$ cat src/rtl/core/audio_clock_format_detector_defines.svh
// ---------------------------------------------------------------------------
// audio clock format detector assertion macros
// concurrent assertion helpers shared by the detector rtl
// ---------------------------------------------------------------------------
`ifndef AUDIO_CLOCK_FORMAT_DETECTOR_DEFINES_SVH
`define AUDIO_CLOCK_FORMAT_DETECTOR_DEFINES_SVH

`ifndef ASSERT_OFF

// property that must hold at every clock edge outside reset
`define ACFD_ASSERT(lbl, clk, rst, prop, msg) \
   lbl: assert property (@(posedge clk) disable iff (rst) (prop)) else $error(msg);

// condition that must be followed by an outcome in the next cycle
`define ACFD_ASSERT_NEXT(lbl, clk, rst, pre, post, msg) \
   lbl: assert property (@(posedge clk) disable iff (rst) (pre) |=> (post)) else $error(msg);

`else

`define ACFD_ASSERT(lbl, clk, rst, prop, msg)
`define ACFD_ASSERT_NEXT(lbl, clk, rst, pre, post, msg)

`endif

`endif

$ cat src/rtl/core/acfd_pkg.sv
`timescale 1ns / 1ps
// ---------------------------------------------------------------------------
// acfd_pkg
// widths, standard rates, register map and sequencer states of the
// audio clock format detector
// ---------------------------------------------------------------------------
package acfd_pkg;

   // field widths
   localparam int COUNT_W  = 24;
   localparam int RATE_W   = 19;
   localparam int DEPTH_W  = 6;
   localparam int TOL_W    = 12;
   localparam int CSR_AW   = 3;
   localparam int CSR_DW   = 32;

   // tolerance is in units of 2^-20 of the nominal rate
   localparam int PPM_SHIFT = 20;
   localparam int DEV_W     = RATE_W + TOL_W - PPM_SHIFT;

   localparam logic [TOL_W-1:0] TOL_RESET = TOL_W'(250);

   // register indexes
   localparam logic CSR_TOLERANCE = 1'b0;

   // standard rates, tried in this order
   localparam int NUM_STD_RATES = 8;
   localparam int RATE_IDX_W    = 3;
   localparam logic [RATE_W-1:0] STD_RATE [NUM_STD_RATES] = '{
      RATE_W'(384000), RATE_W'(352800), RATE_W'(192000), RATE_W'(176400),
      RATE_W'(96000),  RATE_W'(88200),  RATE_W'(48000),  RATE_W'(44100)
   };

   // recognized slot depths
   localparam logic [DEPTH_W-1:0] DEPTH_NONE = DEPTH_W'(0);
   localparam logic [DEPTH_W-1:0] DEPTH_16   = DEPTH_W'(16);
   localparam logic [DEPTH_W-1:0] DEPTH_24   = DEPTH_W'(24);
   localparam logic [DEPTH_W-1:0] DEPTH_32   = DEPTH_W'(32);

   // sequencer states
   typedef enum logic [5:0] {
      ST_IDLE      = 6'b000001,
      ST_CHECK     = 6'b000010,
      ST_DIV_RATE  = 6'b000100,
      ST_DIV_DEPTH = 6'b001000,
      ST_SNAP      = 6'b010000,
      ST_FINISH    = 6'b100000
   } state_type;

   // rates derived from a 48 khz base
   function automatic logic is_family_48k(input logic [RATE_W-1:0] rate);
      return (rate == RATE_W'(48000)) || (rate == RATE_W'(96000)) ||
             (rate == RATE_W'(192000)) || (rate == RATE_W'(384000));
   endfunction

endpackage

$ cat src/rtl/core/audio_clock_format_detector.sv
`timescale 1ns / 1ps
`include "audio_clock_format_detector_defines.svh"
// ---------------------------------------------------------------------------
// audio_clock_format_detector
// recognizes sample rate and slot depth from word and bit clock counts
// ---------------------------------------------------------------------------
// One transaction per measurement pair. A pair within one tick of the stored
// pair while the format is valid, or a pair with a zero count, goes from the
// check state to the finish state, which loads the response register. Any
// other pair runs one restoring divider (DIV_BITS wide, 31 at the default
// parameters), one quotient bit per cycle, twice, first for the sample rate
// and then for the word/bit count ratio, followed by a compare against the
// standard rates one per cycle. A response held by rsp_stall delays the load.
// req_stall stays high from acceptance until the result is loaded into the
// output register; the next request can be taken once the sequencer is back
// in idle, and a result waiting on rsp_stall does not block it.
// tolerance_ppm is written at byte address 0 of the csr port.
// ---------------------------------------------------------------------------
module audio_clock_format_detector #(
   parameter int CLOCK_HZ    = 125000000,
   parameter int WORD_WINDOW = 24,
   parameter int BIT_RATIO   = 32,
   parameter int COUNT_BITS  = 24
) (
   input  logic                           clock,
   input  logic                           reset,
   // request channel
   input  logic                           req_valid,
   output logic                           req_stall,
   input  logic [acfd_pkg::COUNT_W-1:0]   req_word_clock_count,
   input  logic [acfd_pkg::COUNT_W-1:0]   req_bit_clock_count,
   // response channel
   output logic                           rsp_valid,
   input  logic                           rsp_stall,
   output logic                           rsp_stream_valid,
   output logic [acfd_pkg::RATE_W-1:0]    rsp_sample_rate_hz,
   output logic [acfd_pkg::DEPTH_W-1:0]   rsp_frame_bit_depth,
   output logic                           rsp_lock_pulse,
   output logic                           rsp_family_48k,
   // csr port
   input  logic                           csr_psel,
   input  logic                           csr_penable,
   input  logic                           csr_pwrite,
   input  logic [acfd_pkg::CSR_AW-1:0]    csr_paddr,
   input  logic [acfd_pkg::CSR_DW-1:0]    csr_pwdata,
   output logic [acfd_pkg::CSR_DW-1:0]    csr_prdata,
   output logic                           csr_pready
);
   import acfd_pkg::*;

   // divider sizing
   localparam logic [63:0] RATE_NUM = 64'(CLOCK_HZ / 2) * 64'(WORD_WINDOW);
   localparam int RATE_NUM_W  = $clog2(RATE_NUM + 64'd1);
   localparam int RATIO_NUM_W = $clog2(BIT_RATIO + 1) + COUNT_W;
   localparam int DIV_BITS    = (RATE_NUM_W > RATIO_NUM_W) ? RATE_NUM_W : RATIO_NUM_W;
   localparam int STEP_W      = $clog2(DIV_BITS + 1);
   localparam int CMP_W       = DIV_BITS + 1;
   localparam int MASK_W      = (COUNT_BITS < COUNT_W) ? COUNT_BITS : COUNT_W;
   localparam logic [COUNT_W-1:0] COUNT_MASK = {COUNT_W{1'b1}} >> (COUNT_W - MASK_W);

   // registers
   state_type              state_ff,        state_in;
   logic [COUNT_W-1:0]     wc_ff,           wc_in;
   logic [COUNT_W-1:0]     bc_ff,           bc_in;
   logic [COUNT_W-1:0]     last_wc_ff,      last_wc_in;
   logic [COUNT_W-1:0]     last_bc_ff,      last_bc_in;
   logic [RATE_W-1:0]      held_rate_ff,    held_rate_in;
   logic [DEPTH_W-1:0]     held_depth_ff,   held_depth_in;
   logic                   held_valid_ff,   held_valid_in;
   logic [TOL_W-1:0]       tol_ff,          tol_in;
   logic [COUNT_W-1:0]     rem_ff,          rem_in;
   logic [DIV_BITS-1:0]    quo_ff,          quo_in;
   logic [STEP_W-1:0]      step_ff,         step_in;
   logic [DIV_BITS-1:0]    fs_ff,           fs_in;
   logic [DEPTH_W-1:0]     new_depth_ff,    new_depth_in;
   logic [RATE_IDX_W-1:0]  rate_idx_ff,     rate_idx_in;
   logic                   updated_ff,      updated_in;
   logic                   rsp_valid_ff,    rsp_valid_in;
   logic                   rsp_sv_ff,       rsp_sv_in;
   logic [RATE_W-1:0]      rsp_rate_ff,     rsp_rate_in;
   logic [DEPTH_W-1:0]     rsp_depth_ff,    rsp_depth_in;
   logic                   rsp_upd_ff,      rsp_upd_in;
   logic                   rsp_fam_ff,      rsp_fam_in;

   // combinational helpers
   logic                   req_take;
   logic                   csr_write;
   logic                   near_w;
   logic                   near_b;
   logic                   changed;
   logic                   zero_count;
   logic [COUNT_W-1:0]     den;
   logic [COUNT_W:0]       shifted;
   logic [COUNT_W+1:0]     diff;
   logic                   ge;
   logic [COUNT_W-1:0]     rem_step;
   logic [DIV_BITS-1:0]    quo_step;
   logic                   div_done;
   logic [DIV_BITS-1:0]    ratio_num;
   logic [DEPTH_W-1:0]     depth_code;
   logic [RATE_W-1:0]      typ;
   logic [RATE_W+TOL_W-1:0] dev_prod;
   logic [DEV_W-1:0]       dev;
   logic                   rate_hit;
   logic                   snap_last;
   logic [RATE_W-1:0]      rate_pick;
   logic                   valid_new;
   logic                   out_free;

   // handshakes
   assign req_stall  = (state_ff != ST_IDLE);
   assign req_take   = req_valid && !req_stall;
   assign csr_write  = csr_psel && csr_penable && csr_pwrite && csr_pready;
   assign csr_pready = 1'b1;
   assign csr_prdata = (csr_paddr[2] == CSR_TOLERANCE) ?
                       {{(CSR_DW-TOL_W){1'b0}}, tol_ff} : '0;
   assign out_free   = !rsp_valid_ff || !rsp_stall;

   // closeness to the stored pair
   assign near_w = (wc_ff == last_wc_ff) ||
                   ({1'b0, wc_ff} == {1'b0, last_wc_ff} + (COUNT_W+1)'(1)) ||
                   ({1'b0, last_wc_ff} == {1'b0, wc_ff} + (COUNT_W+1)'(1));
   assign near_b = (bc_ff == last_bc_ff) ||
                   ({1'b0, bc_ff} == {1'b0, last_bc_ff} + (COUNT_W+1)'(1)) ||
                   ({1'b0, last_bc_ff} == {1'b0, bc_ff} + (COUNT_W+1)'(1));
   assign changed    = !near_w || !near_b || !held_valid_ff;
   assign zero_count = (wc_ff == '0) || (bc_ff == '0);

   // shared restoring divider step, one quotient bit per cycle
   assign den      = (state_ff == ST_DIV_RATE) ? wc_ff : bc_ff;
   assign shifted  = {rem_ff, quo_ff[DIV_BITS-1]};
   assign diff     = {1'b0, shifted} - {2'b00, den};
   assign ge       = !diff[COUNT_W+1];
   assign rem_step = ge ? diff[COUNT_W-1:0] : shifted[COUNT_W-1:0];
   assign quo_step = {quo_ff[DIV_BITS-2:0], ge};
   assign div_done = (step_ff == STEP_W'(1));

   assign ratio_num = DIV_BITS'(wc_ff) * DIV_BITS'(BIT_RATIO);

   // rounded ratio of 16, 24 or 32 from the truncated quotient
   always_comb begin
      depth_code = DEPTH_NONE;
      if ((quo_step == DIV_BITS'(31)) || (quo_step == DIV_BITS'(32))) begin
         depth_code = DEPTH_16;
      end else if ((quo_step == DIV_BITS'(47)) || (quo_step == DIV_BITS'(48))) begin
         depth_code = DEPTH_24;
      end else if ((quo_step == DIV_BITS'(63)) || (quo_step == DIV_BITS'(64))) begin
         depth_code = DEPTH_32;
      end
   end

   // window test against one standard rate per cycle
   assign typ       = STD_RATE[rate_idx_ff];
   assign dev_prod  = {{TOL_W{1'b0}}, typ} * {{RATE_W{1'b0}}, tol_ff};
   assign dev       = dev_prod[RATE_W+TOL_W-1:PPM_SHIFT];
   assign rate_hit  = (CMP_W'(fs_ff) <= CMP_W'(typ) + CMP_W'(dev)) &&
                      (CMP_W'(fs_ff) + CMP_W'(dev) >= CMP_W'(typ));
   assign snap_last = rate_hit || (rate_idx_ff == RATE_IDX_W'(NUM_STD_RATES - 1));
   assign rate_pick = rate_hit ? typ : '0;
   assign valid_new = (rate_pick != '0) && (new_depth_ff != DEPTH_NONE) &&
                      (rate_pick == held_rate_ff) && (new_depth_ff == held_depth_ff);

   // sequencer and datapath next state
   always_comb begin
      state_in      = state_ff;
      wc_in         = wc_ff;
      bc_in         = bc_ff;
      last_wc_in    = last_wc_ff;
      last_bc_in    = last_bc_ff;
      held_rate_in  = held_rate_ff;
      held_depth_in = held_depth_ff;
      held_valid_in = held_valid_ff;
      tol_in        = tol_ff;
      rem_in        = rem_ff;
      quo_in        = quo_ff;
      step_in       = step_ff;
      fs_in         = fs_ff;
      new_depth_in  = new_depth_ff;
      rate_idx_in   = rate_idx_ff;
      updated_in    = updated_ff;
      rsp_valid_in  = rsp_valid_ff && rsp_stall;
      rsp_sv_in     = rsp_sv_ff;
      rsp_rate_in   = rsp_rate_ff;
      rsp_depth_in  = rsp_depth_ff;
      rsp_upd_in    = rsp_upd_ff;
      rsp_fam_in    = rsp_fam_ff;

      // tolerance register write
      if (csr_write && (csr_paddr[2] == CSR_TOLERANCE)) begin
         tol_in = csr_pwdata[TOL_W-1:0];
      end

      unique case (state_ff)
         ST_IDLE: begin
            if (req_take) begin
               wc_in    = req_word_clock_count & COUNT_MASK;
               bc_in    = req_bit_clock_count & COUNT_MASK;
               state_in = ST_CHECK;
            end
         end
         ST_CHECK: begin
            updated_in = 1'b0;
            if (!changed) begin
               state_in = ST_FINISH;
            end else if (zero_count) begin
               held_valid_in = 1'b0;
               state_in      = ST_FINISH;
            end else begin
               last_wc_in = wc_ff;
               last_bc_in = bc_ff;
               rem_in     = '0;
               quo_in     = RATE_NUM[DIV_BITS-1:0];
               step_in    = STEP_W'(DIV_BITS);
               state_in   = ST_DIV_RATE;
            end
         end
         ST_DIV_RATE: begin
            rem_in  = rem_step;
            quo_in  = quo_step;
            step_in = step_ff - STEP_W'(1);
            if (div_done) begin
               fs_in    = quo_step;
               rem_in   = '0;
               quo_in   = ratio_num;
               step_in  = STEP_W'(DIV_BITS);
               state_in = ST_DIV_DEPTH;
            end
         end
         ST_DIV_DEPTH: begin
            rem_in  = rem_step;
            quo_in  = quo_step;
            step_in = step_ff - STEP_W'(1);
            if (div_done) begin
               new_depth_in = depth_code;
               rate_idx_in  = '0;
               state_in     = ST_SNAP;
            end
         end
         ST_SNAP: begin
            if (snap_last) begin
               updated_in    = valid_new && !held_valid_ff;
               held_rate_in  = rate_pick;
               held_depth_in = new_depth_ff;
               held_valid_in = valid_new;
               state_in      = ST_FINISH;
            end else begin
               rate_idx_in = rate_idx_ff + RATE_IDX_W'(1);
            end
         end
         ST_FINISH: begin
            if (out_free) begin
               rsp_valid_in = 1'b1;
               rsp_sv_in    = held_valid_ff;
               rsp_rate_in  = held_rate_ff;
               rsp_depth_in = held_depth_ff;
               rsp_upd_in   = updated_ff;
               rsp_fam_in   = is_family_48k(held_rate_ff);
               state_in     = ST_IDLE;
            end
         end
         default: begin
            state_in = ST_IDLE;
         end
      endcase
   end

   // control and architectural state
   always_ff @(posedge clock) begin
      if (reset) begin
         state_ff      <= ST_IDLE;
         last_wc_ff    <= '0;
         last_bc_ff    <= '0;
         held_rate_ff  <= '0;
         held_depth_ff <= '0;
         held_valid_ff <= 1'b0;
         tol_ff        <= TOL_RESET;
         rsp_valid_ff  <= 1'b0;
      end else begin
         state_ff      <= state_in;
         last_wc_ff    <= last_wc_in;
         last_bc_ff    <= last_bc_in;
         held_rate_ff  <= held_rate_in;
         held_depth_ff <= held_depth_in;
         held_valid_ff <= held_valid_in;
         tol_ff        <= tol_in;
         rsp_valid_ff  <= rsp_valid_in;
      end
   end

   // payload and working registers
   always_ff @(posedge clock) begin
      wc_ff        <= wc_in;
      bc_ff        <= bc_in;
      rem_ff       <= rem_in;
      quo_ff       <= quo_in;
      step_ff      <= step_in;
      fs_ff        <= fs_in;
      new_depth_ff <= new_depth_in;
      rate_idx_ff  <= rate_idx_in;
      updated_ff   <= updated_in;
      rsp_sv_ff    <= rsp_sv_in;
      rsp_rate_ff  <= rsp_rate_in;
      rsp_depth_ff <= rsp_depth_in;
      rsp_upd_ff   <= rsp_upd_in;
      rsp_fam_ff   <= rsp_fam_in;
   end

   // response outputs
   assign rsp_valid           = rsp_valid_ff;
   assign rsp_stream_valid    = rsp_sv_ff;
   assign rsp_sample_rate_hz  = rsp_rate_ff;
   assign rsp_frame_bit_depth = rsp_depth_ff;
   assign rsp_lock_pulse      = rsp_upd_ff;
   assign rsp_family_48k      = rsp_fam_ff;

   // assertions
   `ACFD_ASSERT(a_upd_implies_valid, clock, reset, !(rsp_valid_ff && rsp_upd_ff) || rsp_sv_ff, "lock pulse without stream_valid")
   `ACFD_ASSERT(a_valid_has_format, clock, reset, !(rsp_valid_ff && rsp_sv_ff) || ((rsp_rate_ff != '0) && (rsp_depth_ff != DEPTH_NONE)), "stream_valid with unknown rate or depth")
   `ACFD_ASSERT_NEXT(a_take_to_check, clock, reset, req_valid && !req_stall, state_ff == ST_CHECK, "accepted transaction did not enter check")
   `ACFD_ASSERT(a_rem_below_den, clock, reset, !((state_ff == ST_DIV_RATE) || (state_ff == ST_DIV_DEPTH)) || (rem_ff < den), "divider remainder not below divisor")

endmodule

$ cat config.mk
export PLATFORM = sky130hd
export DESIGN_NAME = audio_clock_format_detector
export DESIGN_NICKNAME = d
export VERILOG_FILES = /design/src/rtl/core/acfd_pkg.sv /design/src/rtl/core/audio_clock_format_detector.sv
export VERILOG_INCLUDE_DIRS = /design/src /design/src/rtl/core
export SDC_FILE = /design/constraint.sdc
export NUM_CORES = 1
export LEC_CHECK = 0
export BUFFER_PORTS_ARGS = -buffer_cell sky130_fd_sc_hd__buf_2
export CAP_MARGIN = 30
export CORE_MARGIN = 2
export CORE_UTILIZATION = 31
export DETAILED_ROUTE_END_ITERATION = 16
export PLACE_DENSITY = 0.44
export RECOVER_POWER = 25
export SLEW_MARGIN = 20
export SYNTH_ARGS = -nofsm -noshare
export SYNTH_HDL_FRONTEND = slang
export SYNTH_SLANG_ARGS = --single-unit
$ cat constraint.sdc
create_clock -name clock -period 17.1 [get_ports clock]
set_clock_uncertainty 0.2 [all_clocks]
set_input_delay 0.855 -clock clock [delete_from_list [all_inputs] [get_ports clock]]
set_output_delay 0.855 -clock clock [all_outputs]
set_load 0.02 [all_outputs]
==> flow_summary.toml <==
[status]
status = "complete, but fails checks"
violations = "max-capacitance violations, max-slew violations"

[clock_network]
hold_buffers = 0
cts-resized-gates = 0
cts.path.max_buffers = 3
cts.sinks = 255
cts_buffers = 34
post_cts_buffers = 0
insertion_delay_ns = 0.56
htreeDepth = 2
cts_tree = "done"
cts_root_buf = "clkbuf_16"
clkTransAtPathRegs_ns = 0.06

[worst_setup_path]
cpMostUsedCell = "fa_1"
arrival_ns = 13.39
crit_slowest_cell = "edfxtp_1"
crit_fanout = 24
end_kind = "flip-flop"
critPathLaunch = "rate_idx_ff[2]"
cp_slowest_stage_delay_ns = 0.92
path_class = "reg2reg"
cp-start-kind = "flip-flop"
worstPathRequired_ns = 17.31
regToRegStartpoint = "rate_idx_ff[2]"

[final_layout]
regArea_mm2 = 0.006787
drive_gt1_share_pct = 8.133
nFillCells = 7832
nets = 3036
syn_to_final_growth_pct = 10.10
antenna_cells = 0
multi_input_area_mm2 = 0.01537
fin_area_mm2 = 0.02615

[floorplan]
ios = 153
core_mm2 = 0.07595
initial_core_util_pct = 31.27
dieArea_mm2 = 0.07885
die_w_um = 280.8
rows = 101
die_h_um = 280.8

[detailed_routing]
antenna_left = 0
via_count = 19310
first_pass_iters = 5
via_per_inst = 5.240
wirelength_mm = 75.13
drc = 0
first_iter_violations = 1189
routedWlPerCell_um = 20.38

[global_routing]
grt_pass1_wl_mm = 117.3
antenna_found_initial = 0
grt_max_degree = 68
grt.total_usage_pct = 19.11
grt.overflow.total = 0
grt_pass1_vias = 19840

[yosys]
postSynthCellCount = 2619
ys.flop_type = "edfxtp_1"
async_reset_ff_share_pct = 0
synthesis.area_mm2 = 0.02375
ys_top_cells_by_area = "edfxtp_1 (21%), fa_1 (13%), ha_1 (8.5%)"
synth_cell_type_count = 91
yosysTopAreaCell = "edfxtp_1"
ys_ff_latch = 255
synth_top_area_share_pct = 21.24
synth_edf_count = 168
ys_seq_area_share_pct = 28.57
yosys_warnings = 0
syn_avg_cell_area_um2 = 9.069

[placement]
placement.io_buffers = 104
placed_area_mm2 = 0.02509
gp_congestion = 0.8833
dpl_worst_slack_ns = 3.814
dpl.hpwl_mm = 57.22

[power]
leakagePower_nw = 10.19
total_power_mw = 2.257
power_density_mw_per_mm2 = 86.31
max-vdd-ir-drop_v = 0.00007304

[timing]
finalHoldViolCount = 0
setup_slack_ns = 3.922
period_minus_slack_ns = 13.18
max_freq_ghz = 0.07588
tightestPinTransition_ns = 3.620
finalCritPeriodShare_pct = 77.07
report.final.slew_viol_count = 65
relSlewSlack_pct = -141.4
rsz0062_at_grt = "false"
setup_viol = 0
setup-tns-final_ns = 0

[hold_path]
hp-start = "updated_ff"
hp-class = "reg2reg"

[run]
drv_cap = 1
==> power by group <==
| group | switching [mW] | total, mW | internal (mW) |
|---|---|---|---|
| Sequential | 0.0506 | 0.725 | 0.674 |
| Combinational | 0.469 | 0.827 | 0.359 |
| Clock | 0.290 | 0.705 | 0.415 |
| Total | 0.809 | 2.26 | 1.45 |
==> synth_stat cells (7+ instances only) <==
master,count
a22o_1,30
and2_1,52
or3_1,17
nand4_1,62
ha_1,162
nand2_1,249
o41ai_1,7
nor3_1,58
o21ai_1,41
nand3_1,61
fa_1,152
a21oi_1,147
nand3b_1,58
nor4_1,54
nor2_1,129
or4_1,10
clkbuf_1,112
buf_1,8
o31ai_1,7
o21ai_0,69
a311oi_1,7
buf_4,43
edfxtp_1,168
o21a_1,14
buf_2,16
a21o_1,24
nand2b_1,19
inv_1,239
and4_1,16
o211ai_1,14
xnor2_1,117
a31oi_1,20
or2_2,8
and3_1,38
o22ai_1,7
xor2_1,56
nor4b_1,10
a211oi_1,15
o2111ai_1,8
mux2i_1,54
nor2b_1,46
dfxtp_1,87
o21bai_1,8
==> layout make-up <==
cell class	count	area share [%]
multi-input combinational	1969	58.78
tap	1030	4.928
sequential	255	25.95
clock inverter	18	0.7607
timing repair buffer	133	2.785
clock buffer	42	3.368
inverter	239	3.430
==> per-stage QoR <==
stage,utilization [%],cells,hold slack [ns]
floorplan,-,2644,0.2003
global placement,33.01,3624,0.2601
detailed placement,33.03,3625,0.2590
CTS,34.46,3685,0.2316
global route,34.43,3686,0.2435
finish,34.43,3686,0.2663
==> cell families (layout without fill, tap and decap cells) <==
| family | after synthesis | count (layout) | synth area share (%) |
|---|---|---|---|
| and+or+nand+nor | 922 | 922 | 20.79 |
| AOI/OAI and AO/OA | 473 | 473 | 12.86 |
| buffers and inverters | 420 | 432 | 7.438 |
| adders and majority gates | 314 | 314 | 21.34 |
| DFF | 255 | 255 | 28.57 |
| xor gates and xnor gates | 174 | 174 | 6.448 |
| muxes | 59 | 59 | 2.513 |
| other | 2 | 27 | 0.03162 |
==> critical path, delay by kind of cell, from the launching register on <==
family          cells  cell delay, ns
mux                 1            0.15
simple gates       13            3.31
fa+ha+maj           9            3.82
buf+inv             4            0.66
compound gates     14            3.57
xor+xnor            2            0.38
flops               1            0.92
==> routing by layer <==
| metal | wire, um | GRT usage, % | part of all wire (%) |
|---|---|---|---|
| met1 | 32680 | 23.92 | 43 |
| met5 | 0 | 0 | 0 |
| met3 | 2262 | 1.887 | 3.0 |
| met4 | 2352 | 6.335 | 3.1 |
| met2 | 37840 | 34.28 | 50 |
==> path summary, 6_finish.rpt <==
path	slack (ns)	to	cells after the start
min reg2reg	0.27	rsp_lock_pulse	0
min	0.27	rsp_lock_pulse	0
max reg2reg	3.92	held_rate_ff[7]	43
max	3.92	held_rate_ff[7]	43
==> flip-flops by register name, summed over array words and instances, names as in the netlist, 5 cells and up <==
register	flops
rem_ff	24
tol_ff	12
last_wc_ff	24
bc_ff	24
step_ff	5
wc_ff	24
fs_ff	31
quo_ff	31
held_rate_ff	16
last_bc_ff	24
state_ff	6
rsp_sample_rate_hz	16
==> cells in the final DEF, fill, tap and decap left out, types with 56 or more instances in the layout <==
cell type | netlist | routed
nor3_1 | 58 | 57
nand2_1 | 249 | 249
edfxtp_1 | 168 | 168
xnor2_1 | 117 | 117
nor2_1 | 129 | 125
nand3b_1 | 58 | 58
nand3_1 | 61 | 61
o21ai_0 | 69 | 69
ha_1 | 162 | 162
a21oi_1 | 147 | 145
nand4_1 | 62 | 62
dfxtp_1 | 87 | 87
inv_1 | 239 | 239
xor2_1 | 56 | 56
fa_1 | 152 | 152
buf_2 | 16 | 99
Note: power is estimated with default switching activity, not from simulation.
